<file path="config.mk">
export PLATFORM = sky130hd
export DESIGN_NAME = sixteen_bit_cpu_alu_flat
export DESIGN_NICKNAME = d
export VERILOG_FILES = /design/src/sbca_pkg.sv /design/src/sbca_in_if.sv /design/src/sbca_out_if.sv /design/src/sixteen_bit_cpu_alu.sv /design/src/sbca_div_stage.sv /design/src/flat_wrapper.sv
export SDC_FILE = /design/constraint.sdc
export NUM_CORES = 2
export LEC_CHECK = 0
export BUFFER_PORTS_ARGS = -buffer_cell sky130_fd_sc_hd__buf_2
export CORE_UTILIZATION = 57
export CTS_BUF_LIST = sky130_fd_sc_hd__clkbuf_4 sky130_fd_sc_hd__clkbuf_8
export DETAILED_ROUTE_END_ITERATION = 16
export PLACE_DENSITY = 0.83
export SYNTH_ARGS = -nofsm -noshare
export SYNTH_HDL_FRONTEND = slang
export SYNTH_SLANG_ARGS = --single-unit
</file>
<file path="constraint.sdc">
create_clock -name clk -period 12.97 [get_ports clk]
set_input_delay 0.6485 -clock clk [delete_from_list [all_inputs] [get_ports clk]]
set_output_delay 0.6485 -clock clk [all_outputs]
set_load 0.01 [all_outputs]
</file>
<file path="src/sbca_pkg.sv">
// Shared types and constants for the 16-bit CPU ALU.
// No dependencies; the ALU top level, divider stage and checker in src use it.
package sbca_pkg;

    localparam int WORD_W     = 16;
    localparam int DIVD_W     = 2 * WORD_W;
    localparam int DIV_STAGES = 8;
    localparam int DIV_STEPS  = DIVD_W / DIV_STAGES;
    // First divider stage whose input already holds a % b (after WORD_W steps).
    localparam int MOD_STAGE  = WORD_W / DIV_STEPS;
    // Decode register + divider stages + output register.
    localparam int PIPE_DEPTH = DIV_STAGES + 2;

    typedef enum logic [3:0] {
        OP_NONBASIC = 4'd0,
        OP_SET      = 4'd1,
        OP_ADD      = 4'd2,
        OP_SUB      = 4'd3,
        OP_MUL      = 4'd4,
        OP_DIV      = 4'd5,
        OP_MOD      = 4'd6,
        OP_SHL      = 4'd7,
        OP_SHR      = 4'd8,
        OP_AND      = 4'd9,
        OP_BOR      = 4'd10,
        OP_XOR      = 4'd11,
        OP_IFE      = 4'd12,
        OP_IFN      = 4'd13,
        OP_IFG      = 4'd14,
        OP_IFB      = 4'd15
    } opcode_t;

    // Per-item results that ride alongside the divider.
    typedef struct packed {
        opcode_t             op;
        logic                b_zero;
        logic [WORD_W-1:0]   side_res;
        logic [WORD_W-1:0]   side_ovf;
        logic                wr;
        logic                wo;
        logic                skip;
        logic [DIVD_W-1:0]   product;
        logic [WORD_W-1:0]   mod_rem;
    } info_t;

    // Restoring divider state: quotient bits fill word from the bottom
    // while dividend bits leave from the top.
    typedef struct packed {
        logic [WORD_W-1:0]   divisor;
        logic [WORD_W-1:0]   rem;
        logic [DIVD_W-1:0]   word;
        info_t               info;
    } div_state_t;

endpackage

</file>
<file path="src/sbca_in_if.sv">
// Instruction channel of the 16-bit CPU ALU: valid/ready plus operands.
// Plain widths; no package dependency.
interface sbca_in_if;
    logic        valid;
    logic        ready;
    logic [3:0]  cmd;
    logic [15:0] a_value;
    logic [15:0] b_value;

    modport source (output valid, output cmd, output a_value, output b_value, input ready);
    modport sink   (input valid, input cmd, input a_value, input b_value, output ready);
endinterface

</file>
<file path="src/sbca_out_if.sv">
// Result channel of the 16-bit CPU ALU: valid/ready plus result fields.
// Plain widths; no package dependency.
interface sbca_out_if;
    logic        valid;
    logic        ready;
    logic [15:0] result_value;
    logic        writes_result;
    logic [15:0] overflow_value;
    logic        writes_overflow;
    logic        skip_next;

    modport source (output valid, output result_value, output writes_result,
                    output overflow_value, output writes_overflow, output skip_next,
                    input ready);
    modport sink   (input valid, input result_value, input writes_result,
                    input overflow_value, input writes_overflow, input skip_next,
                    output ready);
endinterface

</file>
<file path="src/sixteen_bit_cpu_alu.sv">
// Basic-instruction ALU of a 16-bit CPU: set, add, sub, mul, div, mod, shifts,
// logic ops and the four conditional tests. Depends on sbca_pkg, sbca_div_stage and
// the channel interfaces. Pipeline: decode/multiply register, 8 divider stages,
// output register. Throughput: one item per cycle while the output is not stalled;
// the 32-step restoring divider runs 4 steps in each of its 8 stages.
// Reset: rst_n clears every stage valid bit; the pipeline comes up empty.
module sixteen_bit_cpu_alu (
    input  logic        clk,
    input  logic        rst_n,
    sbca_in_if.sink     instr,
    sbca_out_if.source  result
);

    localparam int W  = sbca_pkg::WORD_W;
    localparam int NS = sbca_pkg::DIV_STAGES;
    localparam int PD = sbca_pkg::PIPE_DEPTH;

    // ------------------------------------------------------------------
    // Stall control. Each stage loads when it is empty or the stage after
    // it loads, so bubbles are squeezed out even while the output waits.
    // Index 0 is the decode register, 1..NS the divider, PD-1 the output.
    // ------------------------------------------------------------------
    logic [PD-1:0] pipe_valid;
    logic [PD-1:0] adv;

    always_comb
    begin
        adv[PD-1] = !pipe_valid[PD-1] || result.ready;
        for (int k = PD - 2; k >= 0; k--)
            adv[k] = !pipe_valid[k] || adv[k+1];
    end

    assign instr.ready = adv[0];

    // ------------------------------------------------------------------
    // Stage 1: decode, simple ops, shifts, 16x16 multiply.
    // ------------------------------------------------------------------
    sbca_pkg::opcode_t    op;
    logic [W:0]           sum;
    logic [W:0]           dif;
    logic [2*W-1:0]       shl_word;
    logic [2*W-1:0]       shr_word;
    logic                 big_shift;
    sbca_pkg::info_t      info_next;
    sbca_pkg::div_state_t s1_state_next;
    sbca_pkg::div_state_t s1_state_reg;
    logic                 s1_valid_next;
    logic                 s1_valid_reg;

    assign op        = sbca_pkg::opcode_t'(instr.cmd);
    assign sum       = {1'b0, instr.a_value} + {1'b0, instr.b_value};
    assign dif       = {1'b0, instr.a_value} - {1'b0, instr.b_value};
    // Shift amounts of 32 or more clear both words.
    assign big_shift = |instr.b_value[W-1:5];
    assign shl_word  = {{W{1'b0}}, instr.a_value} << instr.b_value[4:0];
    assign shr_word  = {instr.a_value, {W{1'b0}}} >> instr.b_value[4:0];

    always_comb
    begin
        info_next          = '0;
        info_next.op       = op;
        info_next.b_zero   = (instr.b_value == '0);
        info_next.product  = {{W{1'b0}}, instr.a_value} * {{W{1'b0}}, instr.b_value};
        unique case (op) inside
            sbca_pkg::OP_NONBASIC: ;
            sbca_pkg::OP_SET:
            begin
                info_next.side_res = instr.b_value;
                info_next.wr       = 1'b1;
            end
            sbca_pkg::OP_ADD:
            begin
                info_next.side_res = sum[W-1:0];
                info_next.side_ovf = {{(W-1){1'b0}}, sum[W]};
                info_next.wr       = 1'b1;
                info_next.wo       = 1'b1;
            end
            sbca_pkg::OP_SUB:
            begin
                info_next.side_res = dif[W-1:0];
                info_next.side_ovf = {W{dif[W]}};   // borrow gives all ones
                info_next.wr       = 1'b1;
                info_next.wo       = 1'b1;
            end
            sbca_pkg::OP_MUL, sbca_pkg::OP_DIV:
            begin
                info_next.wr = 1'b1;
                info_next.wo = 1'b1;
            end
            sbca_pkg::OP_MOD:
                info_next.wr = 1'b1;
            sbca_pkg::OP_SHL:
            begin
                if (!big_shift)
                begin
                    info_next.side_res = shl_word[W-1:0];
                    info_next.side_ovf = shl_word[2*W-1:W];
                end
                info_next.wr = 1'b1;
                info_next.wo = 1'b1;
            end
            sbca_pkg::OP_SHR:
            begin
                if (!big_shift)
                begin
                    info_next.side_res = shr_word[2*W-1:W];
                    info_next.side_ovf = shr_word[W-1:0];
                end
                info_next.wr = 1'b1;
                info_next.wo = 1'b1;
            end
            sbca_pkg::OP_AND:
            begin
                info_next.side_res = instr.a_value & instr.b_value;
                info_next.wr       = 1'b1;
            end
            sbca_pkg::OP_BOR:
            begin
                info_next.side_res = instr.a_value | instr.b_value;
                info_next.wr       = 1'b1;
            end
            sbca_pkg::OP_XOR:
            begin
                info_next.side_res = instr.a_value ^ instr.b_value;
                info_next.wr       = 1'b1;
            end
            sbca_pkg::OP_IFE: info_next.skip = (instr.a_value != instr.b_value);
            sbca_pkg::OP_IFN: info_next.skip = (instr.a_value == instr.b_value);
            sbca_pkg::OP_IFG: info_next.skip = (instr.a_value <= instr.b_value);
            sbca_pkg::OP_IFB: info_next.skip = ((instr.a_value & instr.b_value) == '0);
            default: ;
        endcase
    end

    // Divider seed: dividend a << 16. The top half of the 32-bit quotient
    // is a / b, the bottom half the overflow word.
    always_comb
    begin
        s1_state_next.divisor = instr.b_value;
        s1_state_next.rem     = '0;
        s1_state_next.word    = {instr.a_value, {W{1'b0}}};
        s1_state_next.info    = info_next;
    end

    assign s1_valid_next = adv[0] ? instr.valid : s1_valid_reg;

    always_ff @(posedge clk or negedge rst_n)
    begin
        if (!rst_n)
            s1_valid_reg <= 1'b0;
        else
            s1_valid_reg <= s1_valid_next;
    end

    always_ff @(posedge clk)
    begin
        if (adv[0])
            s1_state_reg <= s1_state_next;
    end

    assign pipe_valid[0] = s1_valid_reg;

    // ------------------------------------------------------------------
    // Divider pipeline. After the first 16 steps the partial remainder
    // is a % b; it is copied into the side info at that boundary.
    // ------------------------------------------------------------------
    sbca_pkg::div_state_t stage_in  [NS];
    sbca_pkg::div_state_t stage_out [NS];
    logic                 stage_vin [NS];
    logic                 stage_vout[NS];

    for (genvar i = 0; i < NS; i++)
    begin : g_div
        if (i == 0)
        begin : g_first
            assign stage_in[i]  = s1_state_reg;
            assign stage_vin[i] = s1_valid_reg;
        end
        else if (i == sbca_pkg::MOD_STAGE)
        begin : g_mod_tap
            always_comb
            begin
                stage_in[i]              = stage_out[i-1];
                stage_in[i].info.mod_rem = stage_out[i-1].rem;
            end
            assign stage_vin[i] = stage_vout[i-1];
        end
        else
        begin : g_mid
            assign stage_in[i]  = stage_out[i-1];
            assign stage_vin[i] = stage_vout[i-1];
        end

        sbca_div_stage u_stage (
            .clk       (clk),
            .rst_n     (rst_n),
            .load      (adv[i+1]),
            .in_valid  (stage_vin[i]),
            .in_state  (stage_in[i]),
            .out_valid (stage_vout[i]),
            .out_state (stage_out[i])
        );

        assign pipe_valid[i+1] = stage_vout[i];
    end

    // ------------------------------------------------------------------
    // Output register: pick the result source per opcode.
    // ------------------------------------------------------------------
    sbca_pkg::div_state_t last;
    logic [W-1:0]         result_value_next;
    logic [W-1:0]         overflow_value_next;
    logic [W-1:0]         result_value_reg;
    logic [W-1:0]         overflow_value_reg;
    logic                 writes_result_reg;
    logic                 writes_overflow_reg;
    logic                 skip_next_reg;
    logic                 out_valid_next;
    logic                 out_valid_reg;

    assign last = stage_out[NS-1];

    always_comb
    begin
        result_value_next   = last.info.side_res;
        overflow_value_next = last.info.side_ovf;
        case (last.info.op)
            sbca_pkg::OP_MUL:
            begin
                result_value_next   = last.info.product[W-1:0];
                overflow_value_next = last.info.product[2*W-1:W];
            end
            sbca_pkg::OP_DIV:
            begin
                // Divide by zero yields zero in both words.
                result_value_next   = last.info.b_zero ? '0 : last.word[2*W-1:W];
                overflow_value_next = last.info.b_zero ? '0 : last.word[W-1:0];
            end
            sbca_pkg::OP_MOD:
            begin
                result_value_next   = last.info.b_zero ? '0 : last.info.mod_rem;
                overflow_value_next = '0;
            end
            default: ;
        endcase
    end

    assign out_valid_next = adv[PD-1] ? stage_vout[NS-1] : out_valid_reg;

    always_ff @(posedge clk or negedge rst_n)
    begin
        if (!rst_n)
            out_valid_reg <= 1'b0;
        else
            out_valid_reg <= out_valid_next;
    end

    always_ff @(posedge clk)
    begin
        if (adv[PD-1])
        begin
            result_value_reg    <= result_value_next;
            overflow_value_reg  <= overflow_value_next;
            writes_result_reg   <= last.info.wr;
            writes_overflow_reg <= last.info.wo;
            skip_next_reg       <= last.info.skip;
        end
    end

    assign pipe_valid[PD-1] = out_valid_reg;

    assign result.valid           = out_valid_reg;
    assign result.result_value    = result_value_reg;
    assign result.writes_result   = writes_result_reg;
    assign result.overflow_value  = overflow_value_reg;
    assign result.writes_overflow = writes_overflow_reg;
    assign result.skip_next       = skip_next_reg;

endmodule

</file>
<file path="src/sbca_div_stage.sv">
// One stage of the pipelined restoring divider: DIV_STEPS quotient bits per stage.
// Depends on sbca_pkg.
module sbca_div_stage (
    input  logic                  clk,
    input  logic                  rst_n,
    input  logic                  load,
    input  logic                  in_valid,
    input  sbca_pkg::div_state_t  in_state,
    output logic                  out_valid,
    output sbca_pkg::div_state_t  out_state
);

    sbca_pkg::div_state_t           state_next;
    sbca_pkg::div_state_t           state_reg;
    logic                           valid_next;
    logic                           valid_reg;
    logic [sbca_pkg::WORD_W:0]      shifted;
    logic [sbca_pkg::WORD_W:0]      diff;

    always_comb
    begin
        state_next = in_state;
        shifted    = '0;
        diff       = '0;
        for (int i = 0; i < sbca_pkg::DIV_STEPS; i++)
        begin
            shifted = {state_next.rem, state_next.word[sbca_pkg::DIVD_W-1]};
            diff    = shifted - {1'b0, state_next.divisor};
            state_next.word = {state_next.word[sbca_pkg::DIVD_W-2:0], 1'b0};
            if (shifted >= {1'b0, state_next.divisor})
            begin
                state_next.rem     = diff[sbca_pkg::WORD_W-1:0];
                state_next.word[0] = 1'b1;
            end
            else
            begin
                state_next.rem = shifted[sbca_pkg::WORD_W-1:0];
            end
        end
    end

    assign valid_next = load ? in_valid : valid_reg;

    always_ff @(posedge clk or negedge rst_n)
    begin
        if (!rst_n)
            valid_reg <= 1'b0;
        else
            valid_reg <= valid_next;
    end

    always_ff @(posedge clk)
    begin
        if (load)
            state_reg <= state_next;
    end

    assign out_valid = valid_reg;
    assign out_state = state_reg;

endmodule

</file>
<file path="src/flat_wrapper.sv">
// flat-port wrapper written by rule: the top's interface ports become plain ports
module sixteen_bit_cpu_alu_flat 
  (clk, rst_n, instr_valid, instr_cmd, instr_a_value, instr_b_value, instr_ready, result_valid, result_result_value, result_writes_result, result_overflow_value, result_writes_overflow, result_skip_next, result_ready);
  sbca_in_if instr_i ();
  sbca_out_if result_i ();
  input  logic clk;
  input  logic rst_n;
  input wire logic [$bits(instr_i.valid)-1:0] instr_valid;
  input wire logic [$bits(instr_i.cmd)-1:0] instr_cmd;
  input wire logic [$bits(instr_i.a_value)-1:0] instr_a_value;
  input wire logic [$bits(instr_i.b_value)-1:0] instr_b_value;
  output wire logic [$bits(instr_i.ready)-1:0] instr_ready;
  output wire logic [$bits(result_i.valid)-1:0] result_valid;
  output wire logic [$bits(result_i.result_value)-1:0] result_result_value;
  output wire logic [$bits(result_i.writes_result)-1:0] result_writes_result;
  output wire logic [$bits(result_i.overflow_value)-1:0] result_overflow_value;
  output wire logic [$bits(result_i.writes_overflow)-1:0] result_writes_overflow;
  output wire logic [$bits(result_i.skip_next)-1:0] result_skip_next;
  input wire logic [$bits(result_i.ready)-1:0] result_ready;
  assign instr_i.valid = instr_valid;
  assign instr_i.cmd = instr_cmd;
  assign instr_i.a_value = instr_a_value;
  assign instr_i.b_value = instr_b_value;
  assign instr_ready = instr_i.ready;
  assign result_valid = result_i.valid;
  assign result_result_value = result_i.result_value;
  assign result_writes_result = result_i.writes_result;
  assign result_overflow_value = result_i.overflow_value;
  assign result_writes_overflow = result_i.writes_overflow;
  assign result_skip_next = result_i.skip_next;
  assign result_i.ready = result_ready;
  sixteen_bit_cpu_alu u_core (.clk(clk), .rst_n(rst_n), .instr(instr_i), .result(result_i));
endmodule
</file>
* After elaboration in Yosys (flattened, before gate mapping)
Cells that the tools add are included.
** Word-level totals
- Flip-flop bits (word level) :: 1181
- Input port bits :: 40
** Cells by class
- Equality and inequality tests :: 20
- Add/subtract/negate cells :: 33
- Reduce and logical (&&, ||, !) cells :: 25
- Multiplexer cells :: 75
- Order comparisons :: 33
- $mul :: 1
- Shift-type cells :: 2
- Bitwise gates (word level) :: 3
** Operators by type and width (number)
- 16-bit 2-to-1 mux :: 34
- 17-bit by 16-bit >= comparator with 1-bit output :: 31
- 16-bit subtractor :: 30
- 16-bit case mux with 8 select lines :: 1
- 16-bit case mux with 3 select lines :: 2
- 32-bit 2-to-1 mux :: 2
- 16-bit case mux with 4 select lines :: 1
- 1-bit 2-to-1 mux :: 34
- 4-bit == test (second input constant) :: 8
- 16-bit logical NOT :: 2
- 16-bit by 16-bit multiplier with 32-bit output :: 1
- 16-bit by 5-bit << shifter with 32-bit output :: 1
- 32-bit by 5-bit >> shifter with 32-bit output :: 1
- 4-bit by 3-bit == test with 1-bit output (second input constant) :: 7
- 11-bit OR reduction :: 2
- 16-bit by 16-bit adder with 17-bit output :: 1
- 16-bit by 16-bit subtractor with 17-bit output :: 1
- 16-bit AND :: 1
- 16-bit == test :: 1
- 1-bit by 16-bit >= comparator with 1-bit output :: 1
- 16-bit less-or-equal comparator :: 1
- 16-bit != test :: 1
- 16-bit bitwise OR :: 1
- 1-bit by 16-bit subtractor with 16-bit output :: 1
- other kinds (7) :: 26

* Longest topological paths before layout
- Depth after elaboration :: 11
- Depth in mapped cells :: 52
- Depth with buffers taken out :: 48

* Hierarchy
A second synthesis with hierarchy kept.
** Unflattened totals
- Cell total of the unflattened synthesis :: 7123
- Area, all modules :: 85017.8 um^2
** By module, submodules not included
- sbca_div_stage at u_core.g_div[0].u_stage ... :: seq. area each 4589.4 um^2, area an instance 8353.0 um^2, instances 7, cells an instance 640
- sixteen_bit_cpu_alu :: seq. area each 4224.1 um^2, area an instance 18079.8 um^2, instances 1, cells an instance 1972
- sbca_div_stage at u_core.g_div[3].u_stage :: seq. area each 4589.4 um^2, area an instance 8466.9 um^2, instances 1, cells an instance 671

* Worst setup path after synthesis
Ideal clock, no wire load.
- Kind :: reg-to-reg
- Start point :: register u_core.g_div[0].u_stage.state_reg (netlist bit u_core.g_div[0].u_stage.out_state[137])
- End point :: register u_core.g_div[1].u_stage.state_reg (netlist bit u_core.g_div[1].u_stage.out_state[127]) (data pin)
- Clock period less this slack :: 10.989 ns
- Slack :: 1.981 ns
- Library setup time :: 0.260 ns
- Data arrival time :: 10.730 ns
- Cell stages (with the launch flop) :: 51
- Cell sequence :: edfxtp_1 -> inv_1 -> ha_1 -> nor2b_1 -> o31a_1 -> o21a_1 -> a211oi_1 -> a211oi_1 -> or2_2 -> buf_2 -> buf_1 -> o21ai_0 -> inv_1 -> ha_1 -> nor2b_1 -> o21ai_0 -> a21oi_1 -> a211oi_1 -> [15 not listed] -> nor3_1 -> o31a_1 -> buf_4 -> buf_2 -> mux2i_1 -> ha_1 -> nor2b_1 -> o21ai_0 -> a21boi_1 -> o41a_1 -> a221o_1 -> a221o_1 -> o221ai_1 -> a21oi_1 -> a211oi_1 -> mux2i_4 -> buf_4 -> mux2_2
** RTL lines
- start, declared :: RTL line sbca_div_stage.sv:14 : sbca_pkg::div_state_t state_reg;
- start signal, assigned :: RTL line sbca_div_stage.sv:55 : state_reg <= state_next;
- end signal, assigned :: RTL line sbca_div_stage.sv:55
- end, declared :: RTL line sbca_div_stage.sv:14

==> metrics.csv <==
metric;value;unit
synth_edf_count;1171;
yosysWarnings;0;
drt-initial-drc-count;5440;
synthCells;6835;
wl_per_cell;22.8;um
die_height;368;um
fmax;82.9;MHz
hold_viol;0;
drive_gt1_frac;0.107;
grt_pass1_vias;54700;
yosys.cell_types.count;105;
nNetsFinal;7879;
antenna_found_initial;11;
min-delay-path-class;in -> reg;
worstMarginPinSlew;1.16;ns
grt_pass1_wl;311;mm
synth-seq-area-share;0.465;
ctsHoldBuffers;2;
syn_area;0.0762;mm2
final_common_cell;edfxtp_1;
syn_nets;7729;
clock_latency;0.88;ns
worst_clock_skew;0.0565;ns
synthFlopType;edfxtp_1;
end_kind;register;
crit_path_max_fanout;23;
slowest_stage;edfxtp_1;
cts_resized;0;
dp_hpwl;153;mm
layout_common_cells;edfxtp_1 (1171), ha_1 (639), inv_1 (586);
via_per_inst;6.19;
synth_seq_cells;1181;
tns;0;ns
portBuffers;76;
ctsHtreeMaxLevel;4;
finalCritPeriodShare;0.931;
numCtsBuffers;181;
routed_wl;203;mm
max-slew-margin-rel;0.224;
start_util;0.577;
cts_tree;done;
largest_reg_flops;1032;
wl_met1;80.9;mm
min_period;12.07;ns
synthArstFlopShare;0.00847;
top_layer;met5;
synthToLayoutAreaGrowth;8.15;%
dr.pass1.iters;8;
post_cts_buffers;0;
crit_arrival;12.70;ns
status;finished clean;
met3_length;15.3;mm
clock_path_buffers;3;
dieArea;0.135;mm2
grt_max_degree;98;
met2_length;94.7;mm
row_count;133;
cap_violations;0;
die_x;368;um
grt_usage;0.298;
start_kind;register;
clkTransAtPathRegs;0.07;ns
path_class;reg -> reg;
cpMostUsedCell;a21oi_1;
cp.required;13.61;ns
hold_depth;1;
root_buffer;clkbuf_8;
setup_viol;0;
drc_errors;0;
cts_sinks;1181;
drv_slew;0;
reg2reg_depth;43;
max_stage_delay;0.55;ns
avgSynthCellArea;11.2;um2
coreArea;0.132;mm2
finalWeightedCongestion;1.02;
num_vias;55100;
antenna_left;0;
gr-total-overflow;0;
io_pins;77;
rsz0062_at_grt;no;
==> worst max-delay path: cells and delay by family (launching register included) <==
| kind | cells | cell delay, ns |
|---|---|---|
| adders and majority gates | 4 | 1.44 |
| buffers and inverters | 3 | 0.93 |
| and+or+nand+nor | 6 | 1.07 |
| muxes | 3 | 0.86 |
| AOI/OAI and AO/OA | 27 | 6.93 |
| DFF | 1 | 0.55 |
==> logic make-up (layout without fill, tap and decap cells) <==
| family | after synthesis | in the layout | synth area share |
|---|---|---|---|
| simple gates | 1676 | 1676 | 0.103 |
| fa+ha+maj | 854 | 854 | 0.161 |
| flops | 1181 | 1181 | 0.465 |
| buf+inv | 784 | 1085 | 0.0398 |
| xor+xnor | 375 | 375 | 0.0431 |
| other cells | 0 | 2 | 0 |
| compound gates | 1652 | 1652 | 0.143 |
| mux | 313 | 313 | 0.0454 |
==> worst paths after layout <==
kind                                                             startpoint                                          endpoint  slack [ns]
hold / removal                                            instr_b_value[10]                u_core.s1_state_reg[146]$_DFFE_PP_        0.17
hold reg to reg             u_core.g_div[2].u_stage.out_state[64]$_DFFE_PP_   u_core.g_div[3].u_stage.out_state[64]$_DFFE_PP_        0.38
max in group asynchronous                                             rst_n     u_core.g_div[1].u_stage.out_valid$_DFFE_PN0P_       12.54
setup reg to reg           u_core.g_div[5].u_stage.out_state[137]$_DFFE_PP_  u_core.g_div[6].u_stage.out_state[134]$_DFFE_PP_        0.90
min in group asynchronous                                             rst_n     u_core.g_div[7].u_stage.out_valid$_DFFE_PN0P_        0.18
setup / recovery           u_core.g_div[5].u_stage.out_state[137]$_DFFE_PP_  u_core.g_div[6].u_stage.out_state[134]$_DFFE_PP_        0.90
==> per-stage QoR <==
stage	utilization	cell area, um2	setup slack, ns	hold WS, ns	std cells
after detailed placement	0.595	78700	1.04	0.405	8555
after floorplan	-	76200	1.98	0.353	6835
final	0.624	82400	0.901	0.173	8893
after global placement	0.595	78700	1.26	0.400	8555
after CTS	0.624	82400	1.02	0.0772	8891
after global routing	0.624	82400	0.0239	0.0916	8893
==> synth_stat cells (91+ instances only) <==
| master | count | area share |
|---|---|---|
| edfxtp_1 | 1171 | 0.46 |
| ha_1 | 639 | 0.10 |
| inv_1 | 590 | 0.029 |
| nor2_1 | 519 | 0.026 |
| nand2_1 | 469 | 0.023 |
| a21oi_1 | 419 | 0.028 |
| o21ai_0 | 349 | 0.023 |
| xnor2_1 | 256 | 0.029 |
| fa_1 | 215 | 0.056 |
| mux2_2 | 213 | 0.031 |
| a21o_1 | 179 | 0.018 |
| nor3_1 | 135 | 0.0089 |
| clkbuf_1 | 128 | 0.0063 |
| xor2_1 | 119 | 0.014 |
| nand3_1 | 99 | 0.0065 |
| o21a_1 | 91 | 0.0090 |
==> final cells by class <==
cell class / instances / area, um2
Clock buffer: 236 / 2940
Antenna cell: 2 / 5.00
Sequential cell: 1181 / 35400
Timing Repair Buffer: 144 / 896
Multi-Input combinational cell: 4870 / 37900
Clock inverter: 98 / 821
Tap cell: 1755 / 2200
Inverter: 607 / 2300
Fill cell: 10100 / 49700
==> routing by layer <==
layer,up-vias,global-route usage
met5,-,0.00321
met4,2,0.165
met3,644,0.0509
met2,2343,0.485
met1,26600,0.380
li1,25500,-
Power is left out: the tool's default activity adds up to more than one toggle a clock period on the data nets, which glitch-free logic cannot reach.
